==> src/sv/scc_pkg.sv <==
package scc_pkg;

  // Layer geometry
  localparam int FILTERS  = 16;
  localparam int KERNEL   = 7;
  localparam int CHANNELS = 8;

  localparam int TAPS     = FILTERS * KERNEL * CHANNELS;
  localparam int SLOTS    = KERNEL * CHANNELS;
  localparam int PER_FILT = KERNEL * CHANNELS;

  // Index widths, never narrower than one bit
  localparam int FILT_W  = (FILTERS > 1) ? $clog2(FILTERS) : 1;
  localparam int KI_W    = (KERNEL > 1) ? $clog2(KERNEL) : 1;
  localparam int CI_W    = (CHANNELS > 1) ? $clog2(CHANNELS) : 1;
  localparam int WADDR_W = (TAPS > 1) ? $clog2(TAPS) : 1;
  localparam int SADDR_W = (SLOTS > 1) ? $clog2(SLOTS) : 1;

  // Compare widths for the 10-bit coefficient address
  localparam int ADDR_IN_W = 10;
  localparam int WCMP_W    = (WADDR_W > ADDR_IN_W) ? WADDR_W : ADDR_IN_W;
  localparam int BCMP_W    = (FILT_W > ADDR_IN_W) ? FILT_W : ADDR_IN_W;

  // Accumulator: bias plus PER_FILT products of magnitude up to 2^30
  localparam int ACC_W = 32 + $clog2(PER_FILT + 2);

  // Request kinds carried on tuser
  typedef enum logic [1:0] {
    CMD_WEIGHT = 2'd0,
    CMD_BIAS   = 2'd1,
    CMD_SAMPLE = 2'd2,
    CMD_CLEAR  = 2'd3
  } cmd_t;

  // Tag that travels with each multiply through the pipeline
  typedef struct packed {
    logic              vld;
    logic              first;
    logic              last;
    logic [FILT_W-1:0] filt;
  } mac_tag_t;

endpackage

==> src/sv/scc_mac.sv <==
module scc_mac
  import scc_pkg::*;
(
  input  logic               clk,
  input  logic               rst,
  input  mac_tag_t           tag1,
  input  logic signed [15:0] weight,
  input  logic signed [15:0] sample,
  input  logic signed [31:0] bias,
  output logic               adv,
  output logic               m_tvalid,
  input  logic               m_tready,
  output logic [39:0]        m_tdata,  // result[31:0], filter_index[35:32], zero pad
  output logic               m_tlast
);

  mac_tag_t                 tag2;
  logic signed [31:0]       prod;
  logic signed [31:0]       bias2;
  logic signed [ACC_W-1:0]  acc;
  logic signed [ACC_W-1:0]  sum;
  logic signed [31:0]       sat;
  logic [31:0]              res_q;
  logic [FILT_W-1:0]        filt_q;
  logic                     last_q;
  logic                     hold;
  logic                     done;

  // Stall the whole pipeline while a finished sum cannot enter the output
  assign hold = tag2.vld && tag2.last && m_tvalid && !m_tready;
  assign adv  = !hold;
  assign done = adv && tag2.vld && tag2.last;

  // Multiply stage
  always_ff @(posedge clk) begin
    if (rst) begin
      tag2 <= '0;
    end else if (adv) begin
      tag2 <= tag1;
    end
  end

  always_ff @(posedge clk) begin
    if (adv) begin
      prod  <= weight * sample;
      bias2 <= bias;
    end
  end

  // Accumulate, loading the bias on the first tap of a filter
  always_comb begin
    if (tag2.first) begin
      sum = ACC_W'(bias2) + ACC_W'(prod);
    end else begin
      sum = acc + ACC_W'(prod);
    end
    if ((&sum[ACC_W-1:31]) || !(|sum[ACC_W-1:31])) begin
      sat = sum[31:0];
    end else if (sum[ACC_W-1]) begin
      sat = 32'sh8000_0000;
    end else begin
      sat = 32'sh7FFF_FFFF;
    end
  end

  always_ff @(posedge clk) begin
    if (adv && tag2.vld) begin
      acc <= sum;
    end
    if (done) begin
      res_q  <= sat;
      filt_q <= tag2.filt;
      last_q <= (tag2.filt == FILT_W'(FILTERS - 1));
    end
  end

  // Output register
  always_ff @(posedge clk) begin
    if (rst) begin
      m_tvalid <= 1'b0;
    end else begin
      m_tvalid <= (m_tvalid && !m_tready) || done;
    end
  end

  assign m_tdata = {4'd0, 4'(filt_q), res_q};
  assign m_tlast = last_q;

  a_done_shows: assert property (@(posedge clk) disable iff (rst)
    done |=> m_tvalid)
    else $error("finished sum did not reach the output");

  a_last_filter: assert property (@(posedge clk) disable iff (rst)
    (m_tvalid && m_tlast) |-> (m_tdata[35:32] == 4'(FILTERS - 1)))
    else $error("last marked on a filter other than the final one");

  a_hold_stable: assert property (@(posedge clk) disable iff (rst)
    hold |=> $stable(tag2))
    else $error("pipeline moved while stalled");

endmodule

==> config.mk <==
export PLATFORM = sky130hd
export DESIGN_NAME = scc_mac
export DESIGN_NICKNAME = d
export VERILOG_FILES = /design/src/sv/scc_pkg.sv /design/src/sv/scc_mac.sv
export SDC_FILE = /design/constraint.sdc
export NUM_CORES = 1
export LEC_CHECK = 0
export ABC_CLOCK_PERIOD_IN_PS = 11500
export BUFFER_PORTS_ARGS = -buffer_cell sky130_fd_sc_hd__buf_2
export CAP_MARGIN = 10
export CORE_MARGIN = 1.5
export CORE_UTILIZATION = 40
export DETAILED_ROUTE_END_ITERATION = 8
export GPL_TIMING_DRIVEN = 0
export PLACE_DENSITY = 0.6
export SETUP_SLACK_MARGIN = 0.5
export SYNTH_ARGS = -nofsm -noshare
export SYNTH_HDL_FRONTEND = slang
export SYNTH_SLANG_ARGS = --single-unit
export TNS_END_PERCENT = 1
==> constraint.sdc <==
create_clock -name clk -period 11.5 [get_ports clk]
set_input_delay 2.875 -clock clk [delete_from_list [all_inputs] [get_ports clk]]
set_output_delay 2.875 -clock clk [all_outputs]
set_load 0.05 [all_outputs]
==> Word-level counts from Yosys, hierarchy flattened <==
Index checks and enable logic that the tools add are counted.
{ "word_totals": {"elab_cells": 31, "regBits": 147, "input_bits": 74, "out_inout_bits": 43} }
{ "op_classes": {"reduce_logical": 13, "n_mux": 3, "multipliers": 1, "n_eq_ne": 1, "n_addsub": 2} }
{ "op_table": {"columns": ["operator", "count"], "rows": [
  ["32-bit two-way mux", 2],
  ["38-bit by 32-bit adder with 38-bit output", 1],
  ["38-bit two-way mux", 1],
  ["32-bit by 32-bit adder with 33-bit output", 1],
  ["16-bit by 16-bit multiplier with 32-bit output", 1],
  ["7-bit AND reduction", 1],
  ["7-bit OR reduction", 1],
  ["1-bit logical AND", 6],
  ["4-bit equality test (second input constant)", 1],
  ["1-bit zero test", 3],
  ["1-bit logical OR", 2]
]} }

==> Longest topological paths before layout <==
{ "logic_depth": {"ltp_word": 7, "mapped_depth": 25, "ltp_nobuf": 23} }

==> Worst setup path before layout <==
OpenSTA, ideal clock, no wires.
{ "synth_path": {"kind": "input-to-reg", "start": "input port weight[15]", "end": "register prod[30] (data pin)", "path_slack_ps": 2673, "t_arrival_ps": 8540, "setup_time_ps": 288, "n_path_buf": 2, "required_ps": 11212, "stages": 20, "cell_sequence": "clkbuf_1 -> nand2_1 -> inv_1 -> fa_1 -> inv_1 -> fa_1 -> fa_1 -> fa_1 -> fa_1 -> fa_1 -> inv_1 -> ha_1 -> clkbuf_1 -> a21o_1 -> a31oi_1 -> o21ai_0 -> a2111oi_0 -> o31ai_1 -> o41ai_1 -> o311ai_0"} }
{ "synth_between": {"elab_chain_cells": 1} }
{ "synth_lines": {"columns": ["item", "line", "rtl"], "rows": [
  ["start, declared", "scc_mac.sv:7", "input logic signed [15:0] weight,"],
  ["16-bit by 16-bit multiplier with 32-bit output", "scc_mac.sv:45", "prod <= weight * sample;"],
  ["end signal, assigned", "scc_mac.sv:45", null],
  ["end, declared", "scc_mac.sv:18", "logic signed [31:0] prod;"]
]} }
Every way passes these cells.
A chain may end at the register's enable or synchronous reset.

==> Worst setup path after layout <==
{ "layout_path": {"start": "input port weight[9]", "end": "register prod[30] (data pin)"} }
Same word-level chain as after synthesis.

==> summary by stage <==
Layout
After routing the design area is 21600 um^2. The repair_antennas step left the layout with diodes totalling 0. Of the cells placed in the final design, the portion with a size suffix greater than 1 is between 10% and 20%. From synthesis to final layout, the design area changed by 10.2%. The number of nets in the layout is 2630.

The finished layout holds roughly 2800 standard cells, fillers aside. Fill cells in the final layout number 4619.

STA
Setup repair after global routing left no endpoint under its margin. The final critical path takes up between 80% and 90% of the cycle. The total count of hold-check failures in the final report is 0. The shortest period the worst path allows is 9.95 ns. The worst setup slack after layout is between 1.5 and 2 ns. The clock skew after layout is 0.0109 ns. The worst pin sits at a relative slew slack of between 20% and 30%. The worst-margin pin slew is 1.07 ns. The number of slew-limit violations in the final report is 0.

The final count of negative-setup-slack endpoints is 0. The maximum clock frequency is 101 MHz. After routing, the total negative slack on setup checks comes to 0 ns.

Floorplanning
The horizontal die dimension is 224 um. The die covers 50400 um^2. The floorplan has 80 rows. The starting utilization of the core area is roughly two fifths. The core region area is 48000 um^2. The die span in y is between 200 and 250 um.

The I/O pin total is 117.

Global route
The total grt overflow is 0. Global routing used 20.5% of the available tracks across all layers. The via count of the first global-routing pass is 15100. Entering global routing, the biggest net connects 38 pins.

The first global-routing pass estimated 79.9 mm of wire. The number of antenna violations at the first check in global routing is 0.

Clock network
For this design, the CTS-stage hold fixing added 0 buffers. For the worst-skew pair, the clock arrives at the later sink with an insertion delay of 0.44 ns. The maximum number of buffers from clock root to sink is 2.

The total clock buffers created by CTS is 17. The buffers inserted during post-CTS setup optimization is 0. The clock tree from TritonCTS is yes. The clock input transition at the sequential cells of the worst setup and hold paths is approximately 0.060 ns. The number of sinks on the clock net is around 150. The number of H-tree branching levels is 4.

In this run, post-CTS repair resized a total of 0 instances. The tree is rooted in a sky130_fd_sc_hd__clkbuf_16.

Synth
Each instance of the synthesized netlist takes up on average 9.78 um^2. The number of different library cells used by synthesis comes to 84. The count of mapped cells out of synthesis is 2006. Summing every instance area after synthesis gives ~20000 um^2. The top flip-flop cell by instance count after synthesis is sky130_fd_sc_hd__edfxtp_1. The number of enable flip-flop cells after synthesis is 139. The number of synthesized register bits is 147. The fraction of registers with async set/reset is 0%. The share of synthesized area occupied by flip-flops and latches is 22.1%. The number of warnings reported in the yosys synthesis log is 0.

Routing
The detailed-route DRC error count is 1. The routed layout has 14400 vias. The routed wire length is 50.3 mm. Using the TritonRoute via totals, the vias-per-cell ratio works out to slightly above 5.

After the first detailed-routing iteration, the DRC count stood at around 860. The detailed-route wire length per cell is around 18 um. The first-pass iteration count of the detailed router is 7. The residual antenna-violating net count after detailed routing is 0.

Hold path
The type of the most critical hold path is reg -> reg.

Place
At the placement stage, the worst setup path has a slack of 1.08 ns. At the end of routability-driven placement, the weighted congestion stood at approximately 0.95. The number of placed instances, taps included, is 2737.

Input and output buffers added on the ports amount to 111. Summing all placed instances gives a cell area of 21000 um^2. After legalization and detailed placement, the total HPWL measured between 40 and 50 mm.

Worst setup path
The maximum fanout count along the critical path is 10. The worst setup path is launched from an input pin. By startpoint and endpoint, the worst setup path is classified as in -> reg. The arrival time at the worst endpoint is 10.11 ns. The endpoint type of the worst setup path is a register. At the worst endpoint, the required time is around 12 ns.

Outcome
The run finished, with violations left. The final reports fail on design-rule violations.

Flow run
Across the run, the number of max-cap violations was 0.
[cell families after synthesis]
logic type,synth area share [%]
xor+xnor,4.11
buf+inv,9.46
mux,1.61
compound gates,12.1
flops,22.1
fa+ha+maj,36.6
other cells,0.0191
simple gates,14.0
[registers in the layout, summed over array words and instances (netlist names)]
name and flops:
m_tvalid 1, filt_q 4, prod 32, tag2 7, acc 38, m_tlast 1, res_q 32, bias2 32
[layout by cell type, fill, tap and decap left out, drive strengths merged, types with 5 or more instances in the layout]
cell,n
a211oi,14
a21o,31
a21oi,93
a31oi,9
and2,131
and3,6
buf,135
clkbuf,72
dfxtp,8
edfxtp,139
fa,264
ha,151
inv,363
mux2i,27
nand2,205
nand2b,16
nand3,19
nand4,17
nor2,83
nor2b,9
nor3,17
o211ai,6
o21a,17
o21ai,60
o21bai,17
o22ai,5
o31ai,36
o41ai,5
or2,5
or3,14
xnor2,65
xor2,27
[worst max-delay path, stage by stage]
cell	delay [ns]
sky130_fd_sc_hd__buf_2	0.26
sky130_fd_sc_hd__clkbuf_1	0.57
sky130_fd_sc_hd__nand2_1	0.17
sky130_fd_sc_hd__fa_1	0.54
sky130_fd_sc_hd__inv_1	0.05
sky130_fd_sc_hd__fa_1	0.52
sky130_fd_sc_hd__fa_1	0.63
sky130_fd_sc_hd__fa_1	0.45
sky130_fd_sc_hd__fa_1	0.49
sky130_fd_sc_hd__inv_1	0.05
sky130_fd_sc_hd__fa_1	0.47
sky130_fd_sc_hd__inv_1	0.04
sky130_fd_sc_hd__ha_1	0.34
sky130_fd_sc_hd__a21o_1	0.19
sky130_fd_sc_hd__a21o_1	0.19
sky130_fd_sc_hd__a31oi_1	0.17
sky130_fd_sc_hd__o21ai_0	0.16
sky130_fd_sc_hd__a2111oi_0	0.90
sky130_fd_sc_hd__o31ai_1	0.24
sky130_fd_sc_hd__o41ai_1	0.58
sky130_fd_sc_hd__o311ai_0	0.22
[metrics by stage]
| step | util (%) | hold WS, ns |
|---|---|---|
| 5_1_grt | 45.0 | 0.463 |
| 3_5_place_dp | 43.7 | 0.433 |
| 6_report | 45.0 | 0.447 |
| 2_1_floorplan | - | 0.422 |
| 4_1_cts | 45.0 | 0.450 |
| 3_3_place_gp | 43.6 | 0.435 |
[metal layers]
metal	GRT usage, %	wire (um)
met2	34.7	23600
met5	0	0
met1	27.0	22500
met4	8.16	1750
met3	1.93	2440
[synthesized netlist by cell type, drive strengths merged (31+ instances only)]
master	n	share of area, %
a21o	31	1.2
a21oi	93	2.4
and2	131	4.2
clkbuf	55	1.1
edfxtp	139	21
fa	264	27
ha	151	9.6
inv	357	6.8
nand2	205	4.0
nor2	83	1.6
o21ai	60	1.6
o31ai	36	2.1
xnor2	65	2.9
[final timing paths]
check / start / endpoint / slack, ns / depth (start not counted)
max: weight[9] / prod[30] / 1.55 / 21
min reg2reg: tag2[0] / filt_q[0] / 0.45 / 0
min: tag2[0] / filt_q[0] / 0.45 / 0
max reg2reg: prod[0] / res_q[7] / 6.58 / 13
[area by class of cell]
type,count,area (um^2),area share (%)
Clock buffer,17,425,1.97
Inverter,357,1340,6.20
Clock inverter,15,174,0.805
Buffer,80,515,2.38
Multi-Input combinational cell,1425,13500,62.2
Tap cell,615,769,3.56
Sequential cell,147,4330,20.1
Timing Repair Buffer,113,603,2.79
Power is not shown: default switching activity piles up to over one toggle a cycle in this logic, so the estimate is an artifact.
