File: src/sv/scc_pkg.sv
package scc_pkg;

  // Layer geometry
  localparam int FILTERS  = 16;
  localparam int KERNEL   = 7;
  localparam int CHANNELS = 8;

  localparam int TAPS     = FILTERS * KERNEL * CHANNELS;
  localparam int SLOTS    = KERNEL * CHANNELS;
  localparam int PER_FILT = KERNEL * CHANNELS;

  // Index widths, never narrower than one bit
  localparam int FILT_W  = (FILTERS > 1) ? $clog2(FILTERS) : 1;
  localparam int KI_W    = (KERNEL > 1) ? $clog2(KERNEL) : 1;
  localparam int CI_W    = (CHANNELS > 1) ? $clog2(CHANNELS) : 1;
  localparam int WADDR_W = (TAPS > 1) ? $clog2(TAPS) : 1;
  localparam int SADDR_W = (SLOTS > 1) ? $clog2(SLOTS) : 1;

  // Compare widths for the 10-bit coefficient address
  localparam int ADDR_IN_W = 10;
  localparam int WCMP_W    = (WADDR_W > ADDR_IN_W) ? WADDR_W : ADDR_IN_W;
  localparam int BCMP_W    = (FILT_W > ADDR_IN_W) ? FILT_W : ADDR_IN_W;

  // Accumulator: bias plus PER_FILT products of magnitude up to 2^30
  localparam int ACC_W = 32 + $clog2(PER_FILT + 2);

  // Request kinds carried on tuser
  typedef enum logic [1:0] {
    CMD_WEIGHT = 2'd0,
    CMD_BIAS   = 2'd1,
    CMD_SAMPLE = 2'd2,
    CMD_CLEAR  = 2'd3
  } cmd_t;

  // Tag that travels with each multiply through the pipeline
  typedef struct packed {
    logic              vld;
    logic              first;
    logic              last;
    logic [FILT_W-1:0] filt;
  } mac_tag_t;

endpackage

File: src/sv/scc_sample_mem.sv
module scc_sample_mem
  import scc_pkg::*;
(
  input  logic                clk,
  input  logic                rst,
  input  logic                clear,
  input  logic                commit,
  input  logic [KI_W-1:0]     commit_row,
  input  logic                wr_en,
  input  logic [KI_W-1:0]     wr_row,
  input  logic [CI_W-1:0]     wr_ch,
  input  logic signed [15:0]  wr_data,
  input  logic                rd_en,
  input  logic [KI_W-1:0]     rd_row,
  input  logic [CI_W-1:0]     rd_ch,
  input  logic                rd_tap0,
  output logic signed [15:0]  rd_data
);

  // Ring of KERNEL time steps, one row per step
  logic signed [15:0] mem [SLOTS];
  logic [KERNEL-1:0]  row_valid;
  logic signed [15:0] data_q;
  logic               zero_q;
  logic [SADDR_W-1:0] wr_addr;
  logic [SADDR_W-1:0] rd_addr;

  assign wr_addr = SADDR_W'(wr_row * CHANNELS + wr_ch);
  assign rd_addr = SADDR_W'(rd_row * CHANNELS + rd_ch);

  // Track which history rows hold a completed step since the last clear
  always_ff @(posedge clk) begin
    if (rst || clear) begin
      row_valid <= '0;
    end else if (commit) begin
      row_valid[commit_row] <= 1'b1;
    end
  end

  // Sample storage; the current step row is always read as written
  always_ff @(posedge clk) begin
    if (wr_en) begin
      mem[wr_addr] <= wr_data;
    end
    if (rd_en) begin
      data_q <= mem[rd_addr];
      zero_q <= !rd_tap0 && !row_valid[rd_row];
    end
  end

  assign rd_data = zero_q ? 16'sd0 : data_q;

endmodule

File: config.mk
export PLATFORM = sky130hd
export DESIGN_NAME = scc_sample_mem
export DESIGN_NICKNAME = d
export VERILOG_FILES = /design/src/sv/scc_pkg.sv /design/src/sv/scc_sample_mem.sv
export SDC_FILE = /design/constraint.sdc
export NUM_CORES = 1
export LEC_CHECK = 0
export BUFFER_PORTS_ARGS = -buffer_cell sky130_fd_sc_hd__buf_2
export CAP_MARGIN = 30
export CORE_ASPECT_RATIO = 1.25
export CORE_MARGIN = 2
export CORE_UTILIZATION = 49
export CTS_BUF_LIST = sky130_fd_sc_hd__clkbuf_8
export DETAILED_ROUTE_END_ITERATION = 10
export GPL_TIMING_DRIVEN = 0
export PLACE_DENSITY = 0.72
export RECOVER_POWER = 25
export SETUP_SLACK_MARGIN = 0.5
export SLEW_MARGIN = 5
export SYNTH_ARGS = -nofsm -noshare
export SYNTH_HDL_FRONTEND = slang
export SYNTH_SLANG_ARGS = --single-unit
File: constraint.sdc
create_clock -name clk -period 8.2 [get_ports clk]
set_input_delay 1.64 -clock clk [delete_from_list [all_inputs] [get_ports clk]]
set_output_delay 1.64 -clock clk [all_outputs]
set_load 0.1 [all_outputs]
; Word level (Yosys, flattened, before mapping)
; Memory sizes are Yosys's and may differ from the RTL's. A register that Yosys moved wholly into a read port is not among the register bits.
; Cells that the tools add are included.
[classes]
addsub = 2
n_lt_le_gt_ge = 3
n_mux = 7
bitwise = 1
n_reduce_logical = 5
[ops]
columns = op, n
row1 = 16-bit 2-to-1 mux, 1
row2 = 6-bit by 3-bit adder with 6-bit output, 2
row3 = "3-bit by 4-bit less-than comparator with 1-bit output, second input constant", 2
row4 = 7-bit bitwise OR, 1
row5 = 1-bit 2-to-1 mux, 4
row6 = 1-bit binary-select mux with 3-bit select, 1
row7 = 1-bit demux with 3-bit select, 1
row8 = "3-bit by 1-bit greater-or-equal comparator with 1-bit output, second input constant", 1
row9 = 1-bit logical AND, 2
row10 = 1-bit zero test, 2
row11 = 1-bit logical OR, 1
[word_totals]
ff_bits = 8
ramBits = 896
inputBits = 38
out_inout_bits = 16
elab_cells = 21
mem_count = 1
[memory_table]
columns = memory, depth, word_bits, rd, rd_ports_with_merged_regs, wr, line_no
row1 = mem, 56, 16, 1, 1, 1, scc_sample_mem.sv:21  ; logic signed [15:0] mem [SLOTS];

; Depth between registers and ports, before layout
; Gate-level depths: netlist of run 1.
[depth]
ltp_word = 5
ltp_mapped = 9
depth_no_buf = 5

; Least setup slack after synthesis of run 1
; OpenSTA, ideal clock, no wires.
[synth_path]
path_type = input port to flip-flop
start = input wr_row[1]
end = memory mem[32][0], enable pin
setup_time_ps = 409
arrival_time_ps = 3415
required_ps = 7791
path_slack_ps = 4376
stages = 4
n_path_buf = 1
path_cell_list = clkbuf_1 > nor4bb_1 > nand2b_1 > nor3_1
[synth_between]
elab_chain_cells = 1
[synth_lines]
columns = item, line_no
row1 = start: declaration, scc_sample_mem.sv:10  ; input logic [KI_W-1:0] wr_row,
row2 = 6-bit by 3-bit adder with 6-bit output, scc_sample_mem.sv:28  ; assign wr_addr = SADDR_W'(wr_row * CHANNELS + wr_ch);
row3 = end: declaration, scc_sample_mem.sv:21
; Every way passes these cells.

; Worst setup path after layout of run 1
[layout_path]
start = register zero_q
end = output rd_data[7]
[layout_between]
elab_chain_cells = 1
[layout_lines]
columns = item, line_no
row1 = start: declaration, scc_sample_mem.sv:24  ; logic zero_q;
row2 = start signal: assignment, scc_sample_mem.sv:47  ; zero_q <= !rd_tap0 && !row_valid[rd_row];
row3 = 16-bit 2-to-1 mux, scc_sample_mem.sv:51  ; assign rd_data = zero_q ? 16'sd0 : data_q;
row4 = end: declaration, scc_sample_mem.sv:17  ; output logic signed [15:0] rd_data
; Every way passes these cells.

==> results of run 1 <==
critical path: stages, from the launching register on:
cell and delay [ns]:
edfxtp_1 0.48, clkbuf_1 0.24, nor2b_1 0.16, buf_2 0.44
path summary, 6_finish.rpt:
kind,end,from
min reg2reg,row_valid[4]$_SDFFE_PP0P_,row_valid[4]$_SDFFE_PP0P_
min,row_valid[4]$_SDFFE_PP0P_,row_valid[4]$_SDFFE_PP0P_
max,rd_data[7],zero_q$_DFFE_PP_
max reg2reg,data_q[13]$_DFFE_PP_,mem[34][13]$_DFFE_PP_
cells by family (layout without fill, tap and decap cells):
logic type      Yosys count  after routing
compound gates          175            175
mux                     313            313
simple gates            232            232
other cells               0              4
flops                   920            920
buf+inv                 105            448
registers in the layout (all words and copies together), names as in the netlist:
name	count
row_valid	7
zero_q	1
mem	896
data_q	16
synthesized netlist by cell type, types with 14 or more instances:
library cell / n
a211oi_1: 45
nand2_1: 62
edfxtp_1: 913
o21ai_0: 16
buf_2: 41
clkbuf_1: 26
o221ai_1: 20
o22ai_1: 42
nor3_1: 37
buf_6: 14
mux2i_1: 65
mux4_1: 38
nor2b_1: 41
mux2_2: 87
nor2_1: 61
mux4_2: 123
per-layer routing:
| layer | track usage, % | part of all wire, % | vias to the layer above |
|---|---|---|---|
| li1 | - | - | 7788 |
| met1 | 28.8 | 37 | 9523 |
| met2 | 38.3 | 50 | 870 |
| met3 | 6.15 | 8.3 | 208 |
| met4 | 9.69 | 4.1 | 6 |
| met5 | 0 | 0.043 | - |
power by group:
group / leakage (uW) / internal [uW] / switching, uW
Clock: 0.00135 / 1610 / 1660
Sequential: 0.00828 / 5210 / 9.49
Combinational: 0.00360 / 196 / 397
per-stage QoR:
| step | hold slack [ns] | instance area [um^2] | setup slack [ns] | utilization, % | cells |
|---|---|---|---|---|---|
| after floorplan | 0.478 | 36100 | 4.38 | - | 1745 |
| after global placement | 0.497 | 37500 | 3.40 | 51.3 | 2753 |
| after detailed placement | 0.532 | 38600 | 3.71 | 52.8 | 2813 |
| after CTS | 0.540 | 41000 | 4.39 | 56.1 | 3044 |
| after global routing | 0.569 | 41000 | 4.33 | 56.1 | 3051 |
| final | 0.547 | 41000 | 4.45 | 56.1 | 3052 |
area by class of cell:
cell class	instances	area (um^2)	area share, %
repair buffers	112	1180	2.88
well taps	960	1200	2.93
multi-input cells	720	7920	19.3
clock buffers	140	1930	4.71
plain buffers	103	718	1.75
inverters	2	7.51	0.0183
diodes	4	10.0	0.0244
clock inverters	91	429	1.05
flip-flops and latches	920	27600	67.3
==> metrics.txt, run 1 <==
status finished, violations left; failing checks capacitance limit, slew limit; 1st-pass router iterations 9; max-cap violations 10; Remaining Overflow, GRT 0; global-route wire length before repair 125,000 um; Layout area overhead 13.6%; Synth Area in Compound Gates between 3 and 4%; largest family of logic cells by synthesized area multiplexers; vias in the first global route 18,700; vias 18,400; Total Wirelength roughly 85,000 um; Die H 307 um; Synth Flop Type edfxtp_1; CTS H-tree lvls 4; Total GRT Usage between 20% and 30%; CP Max Fanout 10; Core ar. 73,100 um^2; Cells after Synth 1,745; post-synthesis mux area share 15.0%; initial antenna violation count 7; fraction of the mapped netlist area in simple logic gates 3.05%; Avg Vias per Cell ~6; post-CTS setup repair buffer count 0; GP Congestion 0.905; overall power roughly 9100 uW; Final #Nets just over 2,000; Worst Setup Path Type reg2out; # fillers 5,408; Die X 247 um; Post-Syn Area between 30,000 and 40,000 um^2; asr flop ratio synth 0%; EDFF count, synth approximately 900; Ports 54; Static Leak 0.0132 uW; Mapped Nets 1,783; Worst R2R Path Depth 5; Clock Tree Buf Depth 3; number of cell rows ~110; worst hold path stage count 2; top cell type's share of synthesized area 76.0%; Final setup viols 0; Ys Warns 0; clock tree from TritonCTS built; Unique masters post-synth 45; period utilisation layout 45.8%; Avg Inst Size Synth 20.7 um^2; Max IR drop VDD about 0.13 mV; required time of the critical path about 6.6 ns; drt initial violations between 2,000 and 2,500; Synth Area in XOR/XNOR 0%; Fmax about 270 MHz; port bufs 48; startpoint types flip-flop; Initial Util approximately half; slew margin rel. -66.2%; Adder-Cell Fraction of Synth Area 0%; Final Hold Viols 0; Resized cells post-CTS 0; DRC Markers 0; Die Area 75,800 um^2; WL/cell around 28 um; most frequent cells in the layout 913 x edfxtp_1, 140 x clkbuf_8, 123 x mux4_2; Synth area leaders edfxtp_1 76%, mux4_2 7.7%, mux4_1 2.8%, mux2_2 2.7%, mux2i_1 1.8%; fin crit period between 3 and 4 ns; PwrDens 222 nW/um^2; Final Slew Violations 277; R2R setup slack 5.97 ns; Final ANT Viol Nets 0; largest net degree at the start of global routing 57; nature of the critical path endpoint primary output; cts bufs inserted roughly 130; Clk Latency, worst-skew pair 0.79 ns; FF+latch count, synth 920; setup TNS 0 ns; Root Driver clkbuf_8; Synth area leader edfxtp_1; Worst Tran Pin Value approximately 2.5 ns; clock slew at reported path FFs 0.06 ns; WP data arrival 2.11 ns; Clock Sinks 920; fraction of layout cells with a size suffix above 1 28.8%; Hold Path Class reg2reg; placed wire-length estimate 59,000 um; Clock Skew 0.0163 ns; commonest non-fill, non-tap cell in the layout edfxtp_1; unrepaired setup endpoints after global routing false; sequential area share after synthesis 76.4%; CTS Hold Buffers Added 0
Note: power is estimated with default switching activity, not from simulation.
==> run 2, diff against run 1 <==
--- a/config.mk
+++ b/config.mk
@@ -13,7 +13,7 @@
 export CTS_BUF_LIST = sky130_fd_sc_hd__clkbuf_8
 export DETAILED_ROUTE_END_ITERATION = 10
 export GPL_TIMING_DRIVEN = 0
-export PLACE_DENSITY = 0.72
+export PLACE_DENSITY = 0.74
 export RECOVER_POWER = 25
 export SETUP_SLACK_MARGIN = 0.5
 export SLEW_MARGIN = 5
==> constraint.sdc (replaced) <==
create_clock -name clk -period 3.2 [get_ports clk]
set_input_delay 0.64 -clock clk [delete_from_list [all_inputs] [get_ports clk]]
set_output_delay 0.64 -clock clk [all_outputs]
set_load 0.1 [all_outputs]
==> metrics.txt, run 2 (synthesized netlist as in run 1, its figures left out) <==
slowest CP cell clkbuf_1; slowest stage delay, CP 1.72 ns; Static Leak about 0.013 uW; clock slew at reported path FFs 0.06 ns; CTS H-tree lvls 4; port bufs 48; global-route wire length before repair ~120,000 um; Post-Place Worst Slack -0.0662 ns; Clock Skew approximately 0.024 ns; max reg flops 896; startpoint types input port; Final #Nets 2,035; Root Driver clkbuf_8; Clk Latency, worst-skew pair 0.79 ns; commonest non-fill, non-tap cell in the layout edfxtp_1; period utilisation layout 79.9%; critical path's most frequent cell clkbuf_1; most frequent cells in the layout 913 x edfxtp_1, 137 x clkbuf_8, 123 x mux4_2; worst setup margin 0.643 ns; vias in the first global route 19,100; Die Area 75,800 um^2; Core ar. 73,100 um^2; fraction of layout cells with a size suffix above 1 28.8%; CP Cell Sequence clkbuf_1 -> clkbuf_1; Final Slew Violations 307; CP Buf/Inv Count 2; cts bufs inserted 135; Worst Tran Pin Value 2.54 ns; slew margin rel. -69.1%; routing usage on met2 37.9%; largest net degree at the start of global routing 57; Die H about 310 um; WP data arrival ~2.8 ns; GR Layer Usage met1 27.0%; clock tree from TritonCTS built; 1st-pass router iterations 7; Worst Setup Path Type in2reg; Total Wirelength between 80,000 and 90,000 um; DRC Markers 0; max-cap violations 7; Remaining Overflow, GRT 0; # fillers about 5,300; WL/cell 27.3 um; Final ANT Viol Nets 0; number of cell rows 111; initial antenna violation count 5; CTS Hold Buffers Added 0; Total GRT Usage 22.6%; Top reg by flops mem; CP top delay family buffers and inverters; Final setup viols 0; Top Registers mem: 896 flops, data_q: 16 flops, row_valid: 7 flops; Initial Util 49.4%; Fin Hold WS 0.111 ns; busiest grt layer met2; Final Hold Viols 0; design area 41,100 um^2; Hold Path Class in2reg; nature of the critical path endpoint flip-flop; Clock Tree Buf Depth 3; post-placement cell area 38,600 um^2; Fmax 391 MHz; Die X 247 um; Ports 54; Layout area overhead 14.0%; Clock Sinks 920; status finished, violations left; met3 Use GR 6.33%; placed wire-length estimate 56,700 um; PwrDens 571 nW/um^2; Max IR drop VDD 0.341 mV; GP Congestion 0.939; failing checks capacitance limit, slew limit; unrepaired setup endpoints after global routing false; Avg Vias per Cell between 6 and 7; fin crit period between 2 and 3 ns; Levels on crit path 2; vias 18,400; worst hold path stage count 2; CP Max Fanout 48; drt initial violations ~2,100; Worst R2R Path Depth 5; required time of the critical path roughly 3.4 ns
## run 2: cell types whose count changed in the layout (fill, tap and decap cells not counted), sizes merged
cell,delta
bufinv,+1
inv,+5
buf,+5
clkinv,+10
diode,-1
clkinvlp,-1
clkbuf,-5
## run 2: per-layer routing
metal  up-vias  share of wire [%]
li1       7816                  -
met1      9447                 36
met2       938                 51
met3       227                8.7
met4         6                4.6
met5         -              0.044
## run 2: final timing paths
kind	to	startpoint	slack, ns
max	mem[38][10]$_DFFE_PP_	wr_data[10]	0.64
min	row_valid[5]$_SDFFE_PP0P_	rst	0.11
min reg2reg	row_valid[4]$_SDFFE_PP0P_	row_valid[4]$_SDFFE_PP0P_	0.52
max reg2reg	data_q[10]$_DFFE_PP_	mem[9][10]$_DFFE_PP_	1.00
## run 2: per-stage QoR
step	power, uW	std cells	setup TNS, ns	util, %
finish	23500	3066	0	56.3
global route	24200	3064	0	56.3
CTS	23600	3058	0	56.2
detailed placement	15100	2815	-0.211	52.9
global placement	15000	2753	-68.21	51.3
floorplan	14500	1745	0	-
## run 2: area by class of cell
class	count	area [um^2]	share of cell area, %
Sequential cell	920	27600	67.0
Multi-Input combinational cell	720	7920	19.3
Clock buffer	137	1890	4.59
Timing Repair Buffer	115	1260	3.06
Tap cell	960	1200	2.92
Buffer	103	719	1.75
Clock inverter	106	542	1.32
Inverter	2	7.51	0.0183
Antenna cell	3	7.51	0.0183
## run 2: where the power goes
| group | internal (uW) | leakage (uW) | switching [uW] | total [uW] |
|---|---|---|---|---|
| Sequential | 13400 | 0.00828 | 24.1 | 13400 |
| Clock | 4180 | 0.00139 | 4370 | 8560 |
| Combinational | 515 | 0.00363 | 999 | 1510 |
| Total | 18100 | 0.0133 | 5400 | 23500 |
## run 2: repair_timing
item / CTS / global route
pin swaps: 0 / 0
gates resized for setup: 10 / 7
buffers inserted: 0 / 0
endpoints found under the setup margin: 10 / 10
